### src/dsfp_pkg.sv
// Shared types, codes and helpers for the DAW SysEx frame parser.
`default_nettype none

package dsfp_pkg;

	localparam int unsigned OpW    = 2;
	localparam int unsigned ByteW  = 8;
	localparam int unsigned KindW  = 2;
	localparam int unsigned ColorW = 16;
	localparam int unsigned CntW   = 4;
	localparam int unsigned FlagW  = 3;
	localparam int unsigned CfgIdxW = 2;

	// item kinds on the input channel
	typedef enum logic [OpW-1:0] {
		OP_BYTE  = 2'd0,
		OP_START = 2'd1,
		OP_STOP  = 2'd2,
		OP_CONT  = 2'd3
	} op_t;

	// result kinds on the output channel
	typedef enum logic [KindW-1:0] {
		KIND_COLOR     = 2'd0,
		KIND_VALUE     = 2'd1,
		KIND_LEVEL     = 2'd2,
		KIND_TRANSPORT = 2'd3
	} kind_t;

	// configuration register indexes
	typedef enum logic [CfgIdxW-1:0] {
		CFG_COLOR_OP     = 2'd0,
		CFG_VALUE_OP     = 2'd1,
		CFG_LEVEL_OP     = 2'd2,
		CFG_TRANSPORT_OP = 2'd3
	} cfg_idx_t;

	localparam logic [ByteW-1:0] COLOR_OP_RST     = 8'h01;
	localparam logic [ByteW-1:0] VALUE_OP_RST     = 8'h02;
	localparam logic [ByteW-1:0] LEVEL_OP_RST     = 8'h03;
	localparam logic [ByteW-1:0] TRANSPORT_OP_RST = 8'h05;

	// transport flag bit positions
	localparam int unsigned FLAG_PLAY  = 0;
	localparam int unsigned FLAG_REC   = 1;
	localparam int unsigned FLAG_PAUSE = 2;

	// byte positions inside a message
	localparam logic [CntW-1:0] POS_CMD   = 4'd4;
	localparam logic [CntW-1:0] POS_TRACK = 4'd5;
	localparam logic [CntW-1:0] POS_BANK  = 4'd6;
	localparam logic [CntW-1:0] POS_PL0   = 4'd7;
	localparam logic [CntW-1:0] POS_PL1   = 4'd8;
	localparam logic [CntW-1:0] POS_PL2   = 4'd9;
	localparam logic [CntW-1:0] CNT_MAX   = 4'd15;

	// minimum message lengths
	localparam logic [CntW-1:0] LEN_MIN       = 4'd6;
	localparam logic [CntW-1:0] LEN_COLOR     = 4'd10;
	localparam logic [CntW-1:0] LEN_VALUE     = 4'd8;
	localparam logic [CntW-1:0] LEN_TRANSPORT = 4'd7;

	// expected manufacturer header
	function automatic logic [ByteW-1:0] hdr_byte(input logic [1:0] pos);
		logic [ByteW-1:0] b;
		begin
			case (pos)
				2'd0:    b = 8'hF0;
				2'd1:    b = 8'h00;
				2'd2:    b = 8'h21;
				2'd3:    b = 8'h7B;
				default: b = 8'h00;
			endcase
			return b;
		end
	endfunction

	function automatic logic [ColorW-1:0] to565(input logic [ByteW-1:0] r,
		input logic [ByteW-1:0] g, input logic [ByteW-1:0] b);
		return {r[7:3], g[7:2], b[7:3]};
	endfunction

endpackage

`default_nettype wire

### src/dsfp_chan_if.sv
// Valid/ready channel interfaces for parser input and result words.
`default_nettype none

interface dsfp_in_if;
	logic                        valid;
	logic                        ready;
	logic [dsfp_pkg::OpW-1:0]    op;
	logic [dsfp_pkg::ByteW-1:0]  byte_in;
	logic                        last;

	modport source (output valid, output op, output byte_in, output last, input ready);
	modport sink   (input valid, input op, input byte_in, input last, output ready);
endinterface

interface dsfp_out_if;
	logic                        valid;
	logic                        ready;
	logic [dsfp_pkg::KindW-1:0]  kind;
	logic [dsfp_pkg::ByteW-1:0]  track_number;
	logic [dsfp_pkg::ByteW-1:0]  bank_number;
	logic [dsfp_pkg::ColorW-1:0] color565;
	logic [dsfp_pkg::ByteW-1:0]  level_value;
	logic                        playing;
	logic                        recording;
	logic                        paused;

	modport source (output valid, output kind, output track_number, output bank_number,
		output color565, output level_value, output playing, output recording,
		output paused, input ready);
	modport sink   (input valid, input kind, input track_number, input bank_number,
		input color565, input level_value, input playing, input recording,
		input paused, output ready);
endinterface

`default_nettype wire

### src/daw_sysex_frame_parser_top.sv
// Top level of the DAW SysEx frame parser: input register, parse logic, result register.
// A word accepted into the stage 1 input register is parsed there and, if it yields a
//   result, is captured in the result register that drives the output channel.
// Throughput: one input word per cycle unless output stalls; parsing is combinational.
// Reset (arst_n low, async): byte count 0, header flag set, stored bytes 0, transport
//   flags clear, opcodes at their defaults, both pipeline valids cleared.
`default_nettype none

module daw_sysex_frame_parser_top (
	input  wire                              clk,
	input  wire                              arst_n,
	dsfp_in_if.sink                          in_ch,
	dsfp_out_if.source                       out_ch,
	input  wire                              cfg_wr_en,
	input  wire [dsfp_pkg::CfgIdxW-1:0]      cfg_index,
	input  wire [dsfp_pkg::ByteW-1:0]        cfg_data
);

	localparam int unsigned BW = dsfp_pkg::ByteW;
	localparam int unsigned CW = dsfp_pkg::CntW;

	// ---------------- configuration registers ----------------
	logic [BW-1:0] color_op_q, value_op_q, level_op_q, transport_op_q;

	always_ff @(posedge clk or negedge arst_n) begin
		if (!arst_n) begin
			color_op_q     <= dsfp_pkg::COLOR_OP_RST;
			value_op_q     <= dsfp_pkg::VALUE_OP_RST;
			level_op_q     <= dsfp_pkg::LEVEL_OP_RST;
			transport_op_q <= dsfp_pkg::TRANSPORT_OP_RST;
		end else if (cfg_wr_en) begin
			case (dsfp_pkg::cfg_idx_t'(cfg_index))
				dsfp_pkg::CFG_COLOR_OP:     color_op_q     <= cfg_data;
				dsfp_pkg::CFG_VALUE_OP:     value_op_q     <= cfg_data;
				dsfp_pkg::CFG_LEVEL_OP:     level_op_q     <= cfg_data;
				dsfp_pkg::CFG_TRANSPORT_OP: transport_op_q <= cfg_data;
				default: ;
			endcase
		end
	end

	// ---------------- stage 1: input register ----------------
	logic                 valid_s1;
	dsfp_pkg::op_t        op_s1;
	logic [BW-1:0]        byte_s1;
	logic                 last_s1;
	logic                 adv_s1;     // stage 1 word is consumed this cycle
	logic                 out_valid_q;

	// stage 1 moves on whenever the result register is free or being drained
	assign adv_s1      = valid_s1 && (!out_valid_q || out_ch.ready);
	assign in_ch.ready = !valid_s1 || adv_s1;

	always_ff @(posedge clk or negedge arst_n) begin
		if (!arst_n) begin
			valid_s1 <= 1'b0;
		end else if (in_ch.ready) begin
			valid_s1 <= in_ch.valid;
		end
	end

	always_ff @(posedge clk) begin
		if (in_ch.valid && in_ch.ready) begin
			op_s1   <= dsfp_pkg::op_t'(in_ch.op);
			byte_s1 <= in_ch.byte_in;
			last_s1 <= in_ch.last;
		end
	end

	// ---------------- parser state ----------------
	logic [CW-1:0]                  cnt_q,   cnt_nx;
	logic                           hdr_ok_q, hdr_ok_nx;
	logic [BW-1:0]                  cmd_q,   cmd_nx;
	logic [BW-1:0]                  track_q, track_nx;
	logic [BW-1:0]                  bank_q,  bank_nx;
	logic [BW-1:0]                  pl0_q, pl1_q, pl2_q;
	logic [BW-1:0]                  pl0_nx, pl1_nx, pl2_nx;
	logic [dsfp_pkg::FlagW-1:0]     flags_q, flags_nx;

	// result of the word in stage 1
	logic                           res_vld;
	dsfp_pkg::kind_t                res_kind;
	logic [BW-1:0]                  res_track, res_bank, res_level;
	logic [dsfp_pkg::ColorW-1:0]    res_color;

	logic [CW-1:0] len;
	logic          hdr_pos;

	always_comb begin
		cnt_nx    = cnt_q;
		hdr_ok_nx = hdr_ok_q;
		cmd_nx    = cmd_q;
		track_nx  = track_q;
		bank_nx   = bank_q;
		pl0_nx    = pl0_q;
		pl1_nx    = pl1_q;
		pl2_nx    = pl2_q;
		flags_nx  = flags_q;
		res_vld   = 1'b0;
		res_kind  = dsfp_pkg::KIND_TRANSPORT;
		res_track = '0;
		res_bank  = '0;
		res_level = '0;
		res_color = '0;
		len       = (cnt_q == dsfp_pkg::CNT_MAX) ? dsfp_pkg::CNT_MAX : cnt_q + 4'd1;
		hdr_pos   = (cnt_q < dsfp_pkg::POS_CMD);

		case (op_s1)
			dsfp_pkg::OP_START, dsfp_pkg::OP_CONT: begin
				// realtime events leave a message in flight untouched
				flags_nx[dsfp_pkg::FLAG_PLAY]  = 1'b1;
				flags_nx[dsfp_pkg::FLAG_PAUSE] = 1'b0;
				res_vld = 1'b1;
			end
			dsfp_pkg::OP_STOP: begin
				flags_nx[dsfp_pkg::FLAG_PLAY]  = 1'b0;
				flags_nx[dsfp_pkg::FLAG_PAUSE] = 1'b0;
				res_vld = 1'b1;
			end
			default: begin
				// check a header byte, or store a later byte at its position
				if (hdr_pos) begin
					if (byte_s1 != dsfp_pkg::hdr_byte(cnt_q[1:0]))
						hdr_ok_nx = 1'b0;
				end else begin
					case (cnt_q)
						dsfp_pkg::POS_CMD:   cmd_nx   = byte_s1;
						dsfp_pkg::POS_TRACK: track_nx = byte_s1;
						dsfp_pkg::POS_BANK:  bank_nx  = byte_s1;
						dsfp_pkg::POS_PL0:   pl0_nx   = byte_s1;
						dsfp_pkg::POS_PL1:   pl1_nx   = byte_s1;
						dsfp_pkg::POS_PL2:   pl2_nx   = byte_s1;
						default: ;
					endcase
				end
				cnt_nx = len;

				// end of message: judge it using the just-updated bytes
				if (last_s1) begin
					if (hdr_ok_nx && len >= dsfp_pkg::LEN_MIN) begin
						res_track = track_nx;
						res_bank  = (len > dsfp_pkg::LEN_MIN) ? bank_nx : '0;
						if (cmd_nx == color_op_q) begin
							res_kind  = dsfp_pkg::KIND_COLOR;
							res_color = dsfp_pkg::to565(pl0_nx, pl1_nx, pl2_nx);
							res_vld   = (len >= dsfp_pkg::LEN_COLOR);
						end else if (cmd_nx == value_op_q) begin
							res_kind  = dsfp_pkg::KIND_VALUE;
							res_level = pl0_nx;
							res_vld   = (len >= dsfp_pkg::LEN_VALUE);
						end else if (cmd_nx == level_op_q) begin
							res_kind  = dsfp_pkg::KIND_LEVEL;
							res_level = bank_nx;
							res_vld   = (len >= dsfp_pkg::LEN_VALUE);
						end else if (cmd_nx == transport_op_q) begin
							res_kind  = dsfp_pkg::KIND_TRANSPORT;
							res_track = '0;
							res_bank  = '0;
							if (len >= dsfp_pkg::LEN_TRANSPORT) begin
								flags_nx = track_nx[dsfp_pkg::FlagW-1:0];
								res_vld  = 1'b1;
							end
						end
					end
					// next message starts fresh; stored bytes stay
					cnt_nx    = '0;
					hdr_ok_nx = 1'b1;
				end
			end
		endcase
	end

	always_ff @(posedge clk or negedge arst_n) begin
		if (!arst_n) begin
			cnt_q    <= '0;
			hdr_ok_q <= 1'b1;
			cmd_q    <= '0;
			track_q  <= '0;
			bank_q   <= '0;
			pl0_q    <= '0;
			pl1_q    <= '0;
			pl2_q    <= '0;
			flags_q  <= '0;
		end else if (adv_s1) begin
			cnt_q    <= cnt_nx;
			hdr_ok_q <= hdr_ok_nx;
			cmd_q    <= cmd_nx;
			track_q  <= track_nx;
			bank_q   <= bank_nx;
			pl0_q    <= pl0_nx;
			pl1_q    <= pl1_nx;
			pl2_q    <= pl2_nx;
			flags_q  <= flags_nx;
		end
	end

	// ---------------- result register ----------------
	dsfp_pkg::kind_t             kind_q;
	logic [BW-1:0]               track_out_q, bank_out_q, level_out_q;
	logic [dsfp_pkg::ColorW-1:0] color_out_q;
	logic [dsfp_pkg::FlagW-1:0]  flags_out_q;

	always_ff @(posedge clk or negedge arst_n) begin
		if (!arst_n) begin
			out_valid_q <= 1'b0;
		end else if (adv_s1) begin
			out_valid_q <= res_vld;
		end else if (out_ch.ready) begin
			out_valid_q <= 1'b0;
		end
	end

	always_ff @(posedge clk) begin
		if (adv_s1 && res_vld) begin
			kind_q      <= res_kind;
			track_out_q <= res_track;
			bank_out_q  <= res_bank;
			level_out_q <= res_level;
			color_out_q <= res_color;
			flags_out_q <= flags_nx;
		end
	end

	assign out_ch.valid        = out_valid_q;
	assign out_ch.kind         = kind_q;
	assign out_ch.track_number = track_out_q;
	assign out_ch.bank_number  = bank_out_q;
	assign out_ch.color565     = color_out_q;
	assign out_ch.level_value  = level_out_q;
	assign out_ch.playing      = flags_out_q[dsfp_pkg::FLAG_PLAY];
	assign out_ch.recording    = flags_out_q[dsfp_pkg::FLAG_REC];
	assign out_ch.paused       = flags_out_q[dsfp_pkg::FLAG_PAUSE];

	// ---------------- assertions ----------------
	a_msg_end_resets: assert property (@(posedge clk) disable iff (!arst_n)
		(adv_s1 && op_s1 == dsfp_pkg::OP_BYTE && last_s1) |=> (cnt_q == '0 && hdr_ok_q))
		else $error("parser state not rearmed after final byte");

	a_stop_clears: assert property (@(posedge clk) disable iff (!arst_n)
		(adv_s1 && op_s1 == dsfp_pkg::OP_STOP) |=>
		(out_valid_q && !out_ch.playing && !out_ch.paused))
		else $error("stop did not emit cleared flags");

	a_start_sets: assert property (@(posedge clk) disable iff (!arst_n)
		(adv_s1 && (op_s1 == dsfp_pkg::OP_START || op_s1 == dsfp_pkg::OP_CONT)) |=>
		(out_valid_q && out_ch.playing && !out_ch.paused))
		else $error("start/continue did not emit play flags");

	a_transport_zero: assert property (@(posedge clk) disable iff (!arst_n)
		(out_valid_q && kind_q == dsfp_pkg::KIND_TRANSPORT) |->
		(track_out_q == '0 && bank_out_q == '0 && color_out_q == '0 && level_out_q == '0))
		else $error("transport word carries nonzero payload");

	a_s1_hold: assert property (@(posedge clk) disable iff (!arst_n)
		(valid_s1 && !adv_s1) |=> (valid_s1 && $stable(op_s1) && $stable(byte_s1)))
		else $error("stage 1 word lost while stalled");

endmodule

`default_nettype wire
### src/flat_wrapper.sv
// flat-port wrapper written by rule: the top's interface ports become plain ports
module daw_sysex_frame_parser_top_flat 
  (clk, arst_n, cfg_wr_en, cfg_index, cfg_data, in_ch_valid, in_ch_op, in_ch_byte_in, in_ch_last, in_ch_ready, out_ch_valid, out_ch_kind, out_ch_track_number, out_ch_bank_number, out_ch_color565, out_ch_level_value, out_ch_playing, out_ch_recording, out_ch_paused, out_ch_ready);
  dsfp_in_if in_ch_i ();
  dsfp_out_if out_ch_i ();
  input  wire clk;
  input  wire arst_n;
  input  wire cfg_wr_en;
  input  wire [dsfp_pkg::CfgIdxW-1:0] cfg_index;
  input  wire [dsfp_pkg::ByteW-1:0] cfg_data;
  input wire logic [$bits(in_ch_i.valid)-1:0] in_ch_valid;
  input wire logic [$bits(in_ch_i.op)-1:0] in_ch_op;
  input wire logic [$bits(in_ch_i.byte_in)-1:0] in_ch_byte_in;
  input wire logic [$bits(in_ch_i.last)-1:0] in_ch_last;
  output wire logic [$bits(in_ch_i.ready)-1:0] in_ch_ready;
  output wire logic [$bits(out_ch_i.valid)-1:0] out_ch_valid;
  output wire logic [$bits(out_ch_i.kind)-1:0] out_ch_kind;
  output wire logic [$bits(out_ch_i.track_number)-1:0] out_ch_track_number;
  output wire logic [$bits(out_ch_i.bank_number)-1:0] out_ch_bank_number;
  output wire logic [$bits(out_ch_i.color565)-1:0] out_ch_color565;
  output wire logic [$bits(out_ch_i.level_value)-1:0] out_ch_level_value;
  output wire logic [$bits(out_ch_i.playing)-1:0] out_ch_playing;
  output wire logic [$bits(out_ch_i.recording)-1:0] out_ch_recording;
  output wire logic [$bits(out_ch_i.paused)-1:0] out_ch_paused;
  input wire logic [$bits(out_ch_i.ready)-1:0] out_ch_ready;
  assign in_ch_i.valid = in_ch_valid;
  assign in_ch_i.op = in_ch_op;
  assign in_ch_i.byte_in = in_ch_byte_in;
  assign in_ch_i.last = in_ch_last;
  assign in_ch_ready = in_ch_i.ready;
  assign out_ch_valid = out_ch_i.valid;
  assign out_ch_kind = out_ch_i.kind;
  assign out_ch_track_number = out_ch_i.track_number;
  assign out_ch_bank_number = out_ch_i.bank_number;
  assign out_ch_color565 = out_ch_i.color565;
  assign out_ch_level_value = out_ch_i.level_value;
  assign out_ch_playing = out_ch_i.playing;
  assign out_ch_recording = out_ch_i.recording;
  assign out_ch_paused = out_ch_i.paused;
  assign out_ch_i.ready = out_ch_ready;
  daw_sysex_frame_parser_top u_core (.clk(clk), .arst_n(arst_n), .in_ch(in_ch_i), .out_ch(out_ch_i), .cfg_wr_en(cfg_wr_en), .cfg_index(cfg_index), .cfg_data(cfg_data));
endmodule
### config.mk
export PLATFORM = sky130hd
export DESIGN_NAME = daw_sysex_frame_parser_top_flat
export DESIGN_NICKNAME = d
export VERILOG_FILES = /design/src/dsfp_pkg.sv /design/src/dsfp_chan_if.sv /design/src/daw_sysex_frame_parser_top.sv /design/src/flat_wrapper.sv
export SDC_FILE = /design/constraint.sdc
export NUM_CORES = 1
export LEC_CHECK = 0
export BUFFER_PORTS_ARGS = -buffer_cell sky130_fd_sc_hd__buf_2
export CORE_MARGIN = 5
export CORE_UTILIZATION = 66
export CTS_BUF_LIST = sky130_fd_sc_hd__clkbuf_4 sky130_fd_sc_hd__clkbuf_8
export CTS_CLUSTER_DIAMETER = 40
export DETAILED_ROUTE_END_ITERATION = 16
export GPL_ROUTABILITY_DRIVEN = 0
export GPL_TIMING_DRIVEN = 1
export PLACE_DENSITY_LB_ADDON = 0.1
export RECOVER_POWER = 25
export REMOVE_ABC_BUFFERS = 1
export SYNTH_ARGS = -nofsm -noshare
export SYNTH_HDL_FRONTEND = slang
export SYNTH_SLANG_ARGS = --single-unit
### constraint.sdc
create_clock -name clk -period 10.55 [get_ports clk]
set_clock_uncertainty 0.1 [all_clocks]
set_input_delay 1.5825 -clock clk [delete_from_list [all_inputs] [get_ports clk]]
set_output_delay 1.5825 -clock clk [all_outputs]
set_load 0.03 [all_outputs]
==> reports/summary.txt <==
design area -> 7810 um2
die height -> 113 um
Port Buf Inserts -> 72
relative slew slack -> -2.01
largest vdd supply drop -> 0.122 mV
fin crit period -> 5370 ps
core box area -> 10300 um2
Pre-antenna DRT Iters -> 8
Area growth syn-to-layout -> 11.5%
via count -> 5266
CTS tree -> built
CP cell instances -> clkbuf_1
design internal power -> 1050 uW
Seq/Total Area, Yosys -> 0.545
Setup Crit Path Kind -> input port to async pin
Pwr Density -> 202 nW/um2
Clk pwr share -> 0.288
Yosys cell types -> 74
Die X -> 113 um
post-cts sizing count -> 0
I/O pins -> 73
yosys warns -> 0
post-CTS setup repair buffer count -> 0
fin nets -> 716
final period utilization -> 0.509
Post-CTS Hold Fix Bufs -> 0
Via density -> 6.32
Async SR Flop Fraction -> 0.603
Max Cap Viol -> 1
type of origin of the critical path -> input port
DR iter-0 viols -> 660
crit path capture type -> async pin
synthesized cell area -> 7000 um2
clk sinks -> 141
H-tree Lvls -> 4
Core Rows -> 37
CP required -> 9930 ps
Total GRT Usage -> 0.266
vias in the first global route -> 5077
CP delay by family, top -> buffers and inverters
Pins Over Slew Limit -> 86
Power Total -> 1570 uW
layout cells sized above 1 -> 0.255
CP max stage cell -> clkbuf_1
final hold vios -> 0
post-route ant nets -> 0
Max Clk Rate -> 186 MHz
Avg Cell Area, Syn -> 11.2 um2
pin count of the biggest net entering global routing -> 86
Remaining Overflow, GRT -> 0
ranking of synthesized cells by area -> dfrtp_1, edfxtp_1, mux2_2, nand2_1, dfstp_2
Simple-Gate Fraction of Synth Area -> 0.131
hold path startpoint -> u_core.pl0_q[1]
Placed Area -> 7400 um2
CP startpoint -> arst_n
switching power -> 521 uW
clock root cell -> clkbuf_8
sequential power share -> 0.470
number of buffers created by CTS -> 17
die area -> 12800 um2
DRT Wirelength -> 16300 um
# setup viols final -> 0
RSZ-0062 raised after global routing -> false
Worst Hold Path Cells -> 2
Synth Area in Compound Gates -> 0.134
Skew-Pair Late Insertion Delay -> 440 ps
largest family of logic cells by synthesized area -> compound AO/OA/AOI/OAI gates
mux cell area share after synthesis -> 0.109
diode count -> 0
dpl cells -> 801
Worst Slack Setup Final -> 5180 ps
Worst Hold Class -> flip-flop to flip-flop
post-synthesis adder-cell area fraction -> 0.0107
leakage power -> 0.00324 uW
ys flop type -> dfrtp_1
setup TNS -> 0 ps
initial antenna violation count -> 0
number of flops mapped to enable cells by yosys -> 56
switch share -> 0.331
Post-Syn Instances -> 624
RR Startpoint -> u_core.cnt_q[0]
fin cells -> 833
residual DRC count -> 0
WP depth -> 1
Worst EP arrival -> 4750 ps
top-count cell post-synth -> dfrtp_1
share of the synthesized area in the top cell type -> 0.279
outcome -> complete, but fails checks
critical path peak fanout -> 85
clock buffer depth -> 2
Initial Util -> 0.678
wire per inst -> 19.6 um
CP bufs+invs -> 1
Tightest Pin Transition -> 4520 ps
cell accounting for the most synthesized area -> dfrtp_1
clock transition at the registers of the reported paths -> 80 ps
slowest stage delay, CP -> 3110 ps
first-pass GRT wire length -> 26600 um
DP Worst Slack -> 6150 ps
combinational share of power -> 0.241
#FFs+latches synth -> 141
Worst R2R Path Depth -> 10
xor/xnor cell area share of the yosys netlist -> 0.0300
failing checks -> capacitance limit, slew limit
Post-synth top cells -> dfrtp_1, nand2_1, edfxtp_1, mux2_2, nor2_1
post-DP HPWL -> 10900 um
## flip-flops by register name (all words and copies together), names as in the netlist, 2 cells and up
name	cells
u_core.out_ch.color565	16
u_core.bank_q	8
u_core.byte_s1	8
u_core.cmd_q	8
u_core.color_op_q	8
u_core.level_op_q	8
u_core.out_ch.bank_number	8
u_core.out_ch.level_value	8
u_core.out_ch.track_number	8
u_core.pl0_q	8
u_core.track_q	8
u_core.transport_op_q	8
u_core.value_op_q	8
u_core.pl1_q	6
u_core.pl2_q	5
u_core.cnt_q	4
u_core.flags_out_q	3
u_core.flags_q	3
u_core.op_s1	2
u_core.out_ch.kind	2
## logic make-up after synthesis
kind of cell               after synthesis
muxes                                   69
DFF                                    141
buffers and inverters                   60
AOI/OAI and AO/OA                      139
adders and majority gates                6
xor gates and xnor gates                24
and+or+nand+nor                        185
## power by group through the flow
stage / combinational (uW) / sequential [uW] / clock, uW
floorplan: 267 / 739 / 0
global placement: 358 / 740 / 0
detailed placement: 370 / 745 / 0
CTS: 375 / 735 / 460
global route: 414 / 747 / 488
finish: 379 / 740 / 454
## worst paths after layout
path | slack (ps) | end
setup / recovery | 5180 | u_core.pl1_q[3]
hold / removal | 390 | u_core.pl0_q[1]
setup reg to reg | 5990 | u_core.out_ch.kind[0]
hold reg to reg | 390 | u_core.pl0_q[1]
max in group clk | 5990 | u_core.out_ch.kind[0]
min in group asynchronous | 2650 | u_core.transport_op_q[5]
## through the flow
| stage | hold WS [ps] | utilization |
|---|---|---|
| finish | 389 | 0.756 |
| global route | 412 | 0.756 |
| CTS | 389 | 0.757 |
| detailed placement | 370 | 0.716 |
| global placement | 359 | 0.716 |
| floorplan | 349 | - |
## placed cells by master, fill, tap and decap left out, types with 3 or more instances in the layout
cell type,n
nand3b_1,3
nor2b_1,7
o21a_1,4
edfxtp_1,56
a211o_1,3
a21oi_1,34
clkbuf_8,18
o22ai_1,17
nand2_1,67
ha_1,6
clkinv_4,4
clkbuf_1,5
and2_1,11
xnor2_1,15
nand3_1,19
bufinv_16,3
a21boi_0,4
nand2b_1,5
o211ai_1,3
o221ai_1,4
mux2i_1,15
buf_2,68
a222oi_1,5
a31oi_1,5
a221oi_1,4
and3_1,4
mux2_2,51
dfstp_2,7
dfrtp_1,78
nor2_1,43
xor2_1,9
nor3_1,4
o21ai_0,29
inv_1,23
## routing by layer
layer,vias to the layer above,GRT usage,share of wire
li1,2382,-,-
met2,270,0.420,0.48
met3,70,0.0626,0.088
met1,2544,0.349,0.40
met4,0,0.126,0.040
met5,-,0,0
## area by class of cell
class                   instances  area [um2]
clock buffers                  19         255
well taps                     136         170
clock inverters                13         166
inverters                      26        97.6
fillers                       674        2520
repair buffers                 75         374
flip-flops and latches        141        3820
multi-input cells             423        2930
Power figures use the tool's default switching activity.
